[config.mk]
export PLATFORM = sky130hd
export DESIGN_NAME = ssl_finish
export DESIGN_NICKNAME = d
export VERILOG_FILES = /design/src/sv/spherical_shell_step_locator_assert.svh /design/src/sv/ssl_pkg.sv /design/src/sv/ssl_finish.sv
export SDC_FILE = /design/constraint.sdc
export NUM_CORES = 1
export LEC_CHECK = 0
export ABC_CLOCK_PERIOD_IN_PS = 11700
export BUFFER_PORTS_ARGS = -buffer_cell sky130_fd_sc_hd__buf_4
export CAP_MARGIN = 10
export CORE_ASPECT_RATIO = 2
export CORE_UTILIZATION = 30
export CTS_CLUSTER_SIZE = 20
export DETAILED_ROUTE_END_ITERATION = 10
export PLACE_DENSITY_LB_ADDON = 0.05
export SETUP_SLACK_MARGIN = 0.3
export SYNTH_ARGS = -nofsm -noshare
export SYNTH_HDL_FRONTEND = slang
export SYNTH_SLANG_ARGS = --single-unit
export TNS_END_PERCENT = 1
[constraint.sdc]
create_clock -name clk -period 11.7 [get_ports clk]
set_input_delay 0 -clock clk [delete_from_list [all_inputs] [get_ports clk]]
set_output_delay 0 -clock clk [all_outputs]
set_load 0.01 [all_outputs]
[src/sv/spherical_shell_step_locator_assert.svh]
// Assertion macros for the shell step locator.
// Needs clk and rst_n in scope where a macro is used.
`ifndef SPHERICAL_SHELL_STEP_LOCATOR_ASSERT_SVH
`define SPHERICAL_SHELL_STEP_LOCATOR_ASSERT_SVH

// Same-cycle implication, off while in reset
`define SSL_ASSERT_IMPL(lbl, ante, cons, msg) \
  lbl: assert property (@(posedge clk) disable iff (!rst_n) (ante) |-> (cons)) \
    else $error(msg);

// Next-cycle implication, also checked through reset
`define SSL_ASSERT_NEXT(lbl, ante, cons, msg) \
  lbl: assert property (@(posedge clk) (ante) |=> (cons)) \
    else $error(msg);

`endif

[src/sv/ssl_pkg.sv]
// Shared types, boundary tables and constants for the shell step locator.
// No dependencies.
`timescale 1ns / 1ps

package ssl_pkg;

  localparam int NUM_SHELLS_DEF = 15;
  localparam int TABLE_LEN      = 16;
  localparam int GEO_IDX        = 14;
  localparam int ONE_METRE      = 16;
  localparam int SQRT_STAGES    = 32;
  localparam int LANES          = 4;
  localparam int LANE_R         = 0;
  localparam int LANE_UP        = 1;
  localparam int LANE_LO1       = 2;
  localparam int LANE_LO2       = 3;

  localparam logic signed [31:0] B_LIMIT    = 32'sh7FFF_FFFF;
  localparam logic [29:0]        RADIUS_MAX = '1;

  typedef logic [TABLE_LEN-1:0][31:0] bound_tab_t;
  typedef logic [TABLE_LEN-1:0][63:0] rsq_tab_t;

  // Boundary radii, 1/16 m, entry 0 innermost
  localparam bound_tab_t BOUND_R = {
    32'd1349248000, 32'd674624000, 32'd103536000, 32'd102576000,
    32'd102096000,  32'd102000000, 32'd101936000, 32'd101888000,
    32'd101696000,  32'd101545600, 32'd98416000,  32'd95536000,
    32'd92336000,   32'd91216000,  32'd55680000,  32'd19544000
  };

  // Squared radii, worked out at elaboration
  function automatic rsq_tab_t mk_rsq();
    rsq_tab_t t;
    for (int i = 0; i < TABLE_LEN; i++) begin
      t[i] = 64'(BOUND_R[i]) * 64'(BOUND_R[i]);
    end
    return t;
  endfunction

  localparam rsq_tab_t BOUND_RSQ = mk_rsq();

  typedef logic [LANES-1:0][63:0] ssl_ops_t;
  typedef logic [LANES-1:0][31:0] ssl_roots_t;

  typedef struct packed {
    logic signed [31:0] pos_x;
    logic signed [31:0] pos_y;
    logic signed [31:0] pos_z;
    logic signed [31:0] dir_x;
    logic signed [31:0] dir_y;
    logic signed [31:0] dir_z;
  } ssl_in_t;

  typedef struct packed {
    logic        inside_res;
    logic [3:0]  shell_index;
    logic [31:0] step_length;
    logic [29:0] radius;
  } ssl_out_t;

  // Per-item control carried alongside the root pipeline
  typedef struct packed {
    logic               in_geo;
    logic [3:0]         shell;
    logic signed [31:0] b;
    logic               lo1_en;
    logic               lo2_en;
  } ssl_side_t;

  localparam int SIDE_W = $bits(ssl_side_t);

endpackage

[src/sv/ssl_finish.sv]
// Back end: boundary distances, minimum, clamps and the output register.
// Two register stages. Depends on ssl_pkg.
`timescale 1ns / 1ps

module ssl_finish import ssl_pkg::*; (
  input  logic       clk,
  input  logic       rst_n,
  input  logic       en,
  input  logic       in_valid,
  input  ssl_roots_t in_root,
  input  ssl_side_t  in_side,
  output logic       out_valid,
  output ssl_out_t   out_data
);

  // stage 1: distance = d - b - 1 m for each boundary
  logic               f1_vld_r;
  logic signed [34:0] dup_r, dlo1_r, dlo2_r;
  logic signed [34:0] dup_nxt, dlo1_nxt, dlo2_nxt;
  logic               lo1_en_r, lo2_en_r, inside_r;
  logic [3:0]         shell_r;
  logic [29:0]        radius_r, radius_nxt;

  always_comb begin
    logic signed [34:0] bx;
    bx       = 35'(in_side.b) + 35'(ONE_METRE);
    dup_nxt  = $signed({3'b000, in_root[LANE_UP]})  - bx;
    dlo1_nxt = $signed({3'b000, in_root[LANE_LO1]}) - bx;
    dlo2_nxt = $signed({3'b000, in_root[LANE_LO2]}) - bx;
    radius_nxt = (in_root[LANE_R] > 32'(RADIUS_MAX)) ? RADIUS_MAX
                                                     : in_root[LANE_R][29:0];
  end

  // stage 2: minimum over candidates and clamps
  ssl_out_t out_nxt;

  always_comb begin
    logic signed [34:0] step;
    step = dup_r;
    if (lo1_en_r && (dlo1_r < step)) step = dlo1_r;
    if (lo2_en_r && (dlo2_r < step)) step = dlo2_r;
    if (step < 35'(ONE_METRE)) step = 35'(ONE_METRE);
    if (step > $signed({3'b000, 32'hFFFF_FFFF})) step = $signed({3'b000, 32'hFFFF_FFFF});
    out_nxt.radius = radius_r;
    if (inside_r) begin
      out_nxt.inside_res  = 1'b1;
      out_nxt.shell_index = shell_r;
      out_nxt.step_length = step[31:0];
    end else begin
      out_nxt.inside_res  = 1'b0;
      out_nxt.shell_index = 4'd0;
      out_nxt.step_length = 32'd0;
    end
  end

  // valid bits
  always_ff @(posedge clk) begin
    if (!rst_n) begin
      f1_vld_r  <= 1'b0;
      out_valid <= 1'b0;
    end else if (en) begin
      f1_vld_r  <= in_valid;
      out_valid <= f1_vld_r;
    end
  end

  // payload
  always_ff @(posedge clk) begin
    if (en) begin
      dup_r    <= dup_nxt;
      dlo1_r   <= dlo1_nxt;
      dlo2_r   <= dlo2_nxt;
      lo1_en_r <= in_side.lo1_en;
      lo2_en_r <= in_side.lo2_en;
      inside_r <= in_side.in_geo;
      shell_r  <= in_side.shell;
      radius_r <= radius_nxt;
      out_data <= out_nxt;
    end
  end

endmodule

Word-level counts from Yosys, hierarchy flattened

Cells that the tools add are included.

Input port bits: 171
Register bits after elaboration: 211
Output and inout port bits: 68

Add/sub/neg operators: 4
Reductions and logical operators: 2
Muxes and demuxes: 5
$lt $le $gt $ge: 5

Operators by type and width:

| operator                                              | count |
|---|---|
| two-way mux 35 bit                                    | 3 |
| subtractor 33 x 33 -> 34 bit                          | 3 |
| < comparator 35 bit                                   | 2 |
| two-way mux 37 bit                                    | 1 |
| > comparator 35 x 33 -> 1 bit (second input constant) | 1 |
| < comparator 35 x 6 -> 1 bit (second input constant)  | 1 |
| adder 32 x 6 -> 33 bit (second input constant)        | 1 |
| > comparator 32 x 30 -> 1 bit (second input constant) | 1 |
| two-way mux 32 bit                                    | 1 |
| logical AND 1 bit                                     | 2 |

Logic depth before layout (Yosys ltp)

Depth after elaboration: 11
Mapped depth: 29
Depth with buffers taken out: 24

Worst setup path after synthesis

No wires, ideal clock.

Path kind: register -> register
Start: register dlo1_r[24]
End: register out_data[44] in the netlist's numbering (data pin)
Data required time: 11.418 ns
Path slack: 5.987 ns
Setup time: 0.282 ns
Data arrival time: 5.431 ns
Cell stages (with the launch flop): 27
Cells stage by stage: edfxtp_1 > ha_1 > a211oi_2 > nor2_1 > nor4b_2 > o32a_2 > nor3b_2 > clkbuf_1 > buf_1 > nor2_1 > a21oi_1 > ha_1 > a21o_1 > a211oi_1 > o21bai_1 > a211o_1 > a31o_2 > a21oi_2 > mux2_4 > buf_6 > buf_2 > a31o_1 > ha_1 > inv_1 > nand2_1 > clkbuf_1 > a21oi_1

Longest elaborated chain between the ends: 10

RTL lines:

| what                          | RTL line         | text |
|---|---|---|
| start, declared               | ssl_finish.sv:18 | `logic signed [34:0] dup_r, dlo1_r, dlo2_r;` |
| start signal, assigned        | ssl_finish.sv:71 | `dlo1_r <= dlo1_nxt;` |
| < comparator 35 bit           | ssl_finish.sv:40 | `if (lo1_en_r && (dlo1_r < step)) step = dlo1_r;` |
| logical AND 1 bit             | ssl_finish.sv:40 |  |
| two-way mux 35 bit (*)        | ssl_finish.sv:40 |  |
| < comparator 35 bit           | ssl_finish.sv:41 | `if (lo2_en_r && (dlo2_r < step)) step = dlo2_r;` |
| logical AND 1 bit             | ssl_finish.sv:41 |  |
| two-way mux 35 bit (*)        | ssl_finish.sv:41 |  |
| < comparator 35 x 6 -> 1 bit  | ssl_finish.sv:42 | `if (step < 35'(ONE_METRE)) step = 35'(ONE_METRE);` |
| two-way mux 35 bit (*)        | ssl_finish.sv:42 |  |
| > comparator 35 x 33 -> 1 bit | ssl_finish.sv:43 | `if (step > $signed({3'b000, 32'hFFFF_FFFF})) step = $signed({3'b000, 32'hFFFF_FFFF});` |
| two-way mux 32 bit (*)        | ssl_finish.sv:43 |  |
| end signal, assigned          | ssl_finish.sv:78 | `out_data <= out_nxt;` |
| end, declared                 | ssl_finish.sv:13 | `output ssl_out_t out_data` |

Mark *: on every way between the ends. The rest lies on a longest branch, timed or not.
A chain may end at the register's enable or synchronous reset.

Final worst setup path

Start: register dup_r[5]
End: register out_data[36] in the netlist's numbering (data pin)

Longest elaborated chain between the ends: 10

RTL lines:

| what                          | RTL line         | text |
|---|---|---|
| start, declared               | ssl_finish.sv:18 |  |
| start signal, assigned        | ssl_finish.sv:70 | `dup_r <= dup_nxt;` |
| < comparator 35 bit           | ssl_finish.sv:40 |  |
| logical AND 1 bit             | ssl_finish.sv:40 |  |
| two-way mux 35 bit (*)        | ssl_finish.sv:40 |  |
| < comparator 35 bit           | ssl_finish.sv:41 |  |
| logical AND 1 bit             | ssl_finish.sv:41 |  |
| two-way mux 35 bit (*)        | ssl_finish.sv:41 |  |
| < comparator 35 x 6 -> 1 bit  | ssl_finish.sv:42 |  |
| two-way mux 35 bit (*)        | ssl_finish.sv:42 |  |
| > comparator 35 x 33 -> 1 bit | ssl_finish.sv:43 |  |
| two-way mux 32 bit (*)        | ssl_finish.sv:43 |  |

Marks and branches as above.

==> results.yml <==
yosys:
  synth_mux_area_share_pct: 3.713
  synth-edff-count: 206
  synth_cells: 1393
  ys_warn_count: 0
  syn-num-nets: 1731
  synth_top_family_by_area: "compound AO/OA/AOI/OAI gates"
  synth-seq-area-share_pct: 42.57
  synth.distinct_cells: 69
  synthTopCellsByArea: "edfxtp_1 (42%), ha_1 (14%), a21oi_1 (4.2%)"
  synth_compound_area_share_pct: 16.03
  async_reset_ff_share_pct: 0
  ys_seq_elements: 208
  synthesis.area_um2: 14630
  synth_xor_area_share_pct: 5.988
  synthAdderAreaFrac_pct: 14.44
  syn_area_per_cell_um2: 10.50
  synth-simple-area-share_pct: 13.54
  synth_top_area_share_pct: 42.29
  ys.flop_type: "edfxtp_1"
  yosysTopAreaCell: "edfxtp_1"
worst_setup_path:
  path_max_fanout: 67
  crit_chain: "inv_1, ha_1, a2111oi_0, a2111oi_1, nor3b_4, buf_4, nor2_1, a21oi_1, ha_1, a21o_1, a21o_1, a211oi_1, o21bai_1, a211o_1, a31o_2, a21oi_2, mux2_4, nor3_1, a31o_1, ha_1, nor2_1, mux2i_4, buf_16, a21oi_1"
  slowest_delay_ns: 0.63
  r2r_start: "dup_r[5]"
  crit_family: "compound AO/OA/AOI/OAI gates"
  crit_top_cell: "ha_1"
  crit_type: "reg -> reg"
  crit_path_end_kind: "register"
  reg2reg_setup_slack_ns: 4.86
  reg2reg_depth: 24
  crit_required_ns: 11.96
  worstPathArrival_ns: 7.10
  r2r_end: "out_data[36]"
  critPathBufInv: 3
  cpMaxStageDelayCell: "a2111oi_0"
  start_kind: "register"
drt:
  first_iter_violations: 480
  viasPerCell: 4.937
  vias: 11610
  wl_mm: 47.26
  drtAntennaViolNets: 0
  drc: 0
  first_pass_iters: 5
  routedWlPerCell_um: 20.10
global_routing:
  grt_pass1_vias: 12040
  grt_usage_pct: 18.92
  globalRoute.totalOverflow: 0
  antenna_found_initial: 0
  grt_start_max_net_pins: 80
  grt_pass1_wl_mm: 69.84
die:
  die_x_um: 158.1
  pin_count: 239
  fp.dieH_um: 314.3
  core-area_um2: 48210
  die-area_um2: 49700
  row_count: 114
  initial_core_util_pct: 30.34
sta:
  rsz0062_at_grt: "false"
  fin_crit_ns: 6.837
  worstMarginPinSlew_ns: 0.9460
  clock_skew_ns: 0.01882
  drv_slew: 0
  fmax_mhz: 146.3
  relSlewSlack_pct: 36.94
  finalCritPeriodShare_pct: 58.43
  finalSetupViolCount: 0
  whs_ns: -0.002648
  setup_ws_ns: 4.863
  hold_viol: 2
  fin_setup_tns_ns: 0
outcome:
  violations: "hold timing"
  status: "finished, violations left"
placement:
  io_buffers: 238
  place_ws_ns: 4.431
  gp_routability_congestion: 0.8872
  dp.final_hpwl_mm: 39.02
clock_network:
  clk_latency_ns: 0.53
  cts_sinks: 208
  cts_tree: "done"
  clockBufferDepth: 3
  clk_pin_slew_worst_paths_ns: 0.06
  root_buffer: "clkbuf_16"
  htreeDepth: 1
  numCtsBuffers: 21
  cts_setup_buffers: 0
run:
  drv_cap: 0
min_path:
  hp-start: "in_root[30]"
  min_to: "radius_r[27]"
  min_path_type: "in -> reg"
  min_path_cells: 2
power_and_ir_drop:
  leakage_nw: 7.962
  p_per_area_nw_per_um2: 148.4
  peakVddDrop_mv: 0.09540
final_layout:
  multi_input_area_um2: 7863
  area_growth_pct: 26.12
  final_common_cell: "buf_4"
  fillerInstances: 4954
  diodes: 0
  drive_gt1_share_pct: 19.21
  nets: 2038
  regArea_um2: 6226
  final_cell_mix: "buf_4 (241), edfxtp_1 (206), ha_1 (164)"
-- logic make-up after synthesis --
group / Yosys count
simple gates: 377
flops: 208
xor+xnor: 100
buf+inv: 132
fa+ha+maj: 167
mux: 43
compound gates: 366
-- per-stage QoR --
step	power [mW]	cells	util [%]	cell area (µm²)	hold WS [ns]
global route	2.900	2351	38.26	18450	0.01182
global placement	2.072	2248	35.49	17110	0.1809
CTS	2.762	2350	38.20	18420	0.0002323
finish	2.737	2351	38.26	18450	-0.002648
floorplan	1.701	1393	-	14630	0.09887
detailed placement	2.074	2248	35.49	17110	0.1802
-- cell type report --
type	instances	area share, %
clock inverters	11	0.5765
inverters	107	2.177
clock buffers	25	2.930
well taps	638	4.327
repair buffers	309	13.61
flip-flops and latches	208	33.75
multi-input cells	1053	42.62
-- sequential cells by signal, summed over array words and instances (netlist names) --
| name | flops |
|---|---|
| dlo1_r | 34 |
| dlo2_r | 34 |
| dup_r | 34 |
| f1_vld_r | 1 |
| inside_r | 1 |
| lo1_en_r | 1 |
| lo2_en_r | 1 |
| out_data | 67 |
| out_valid | 1 |
| radius_r | 30 |
| shell_r | 4 |
-- worst max path at each step --
| stage | startpoint | end | slack [ns] | depth (start not counted) |
|---|---|---|---|---|
| after floorplan | dlo1_r[24] | out_data[44] | 5.99 | 26 |
| after global placement | dup_r[5] | out_data[34] | 4.36 | 21 |
| after detailed placement | dup_r[5] | out_data[34] | 4.43 | 23 |
| after CTS | dup_r[5] | out_data[34] | 4.39 | 23 |
| after global routing | dup_r[5] | out_data[36] | 4.34 | 24 |
| final | dup_r[5] | out_data[36] | 4.86 | 24 |
-- synthesized netlist by cell type (7+ instances only) --
cell type,count
ha_1,164
nand2_1,56
nor2b_1,19
and3_1,21
nor3_1,20
nor4_1,14
a211o_1,8
a21oi_2,18
nor2_1,101
and2_1,7
clkbuf_1,13
xor2_1,35
xnor2_1,65
nand3_1,22
nand4_1,27
a31oi_1,12
or3_1,37
o21ai_0,66
o2111ai_1,7
nand2b_1,24
o21a_1,23
inv_1,107
o21bai_1,9
a21oi_1,122
mux2_4,18
and4_1,8
mux2_2,8
a21o_1,49
edfxtp_1,206
mux2i_1,16
a211oi_1,10
-- per-layer routing --
metal / part of all wire [%] / track usage (%) / up-vias
li1: - / - / 5809
met1: 36 / 18.82 / 5446
met2: 56 / 38.12 / 285
met3: 3.5 / 1.845 / 67
met4: 4.2 / 8.239 / 0
met5: 0 / 0 / -
-- power by group --
part / switching (mW) / total, mW / internal [mW] / leakage (nW)
clock: 0.287 / 0.660 / 0.373 / 0.316
sequential: 0.0739 / 1.04 / 0.961 / 2.06
combinational: 0.583 / 1.04 / 0.459 / 5.58
-- what timing repair did --
action / CTS / global route
gates resized for setup: 0 / 0
endpoints found under the hold margin: 65 / 0
endpoints found under the setup margin: 0 / 0
hold buffers: 66 / 0
Note: power is estimated with default switching activity, not from simulation.
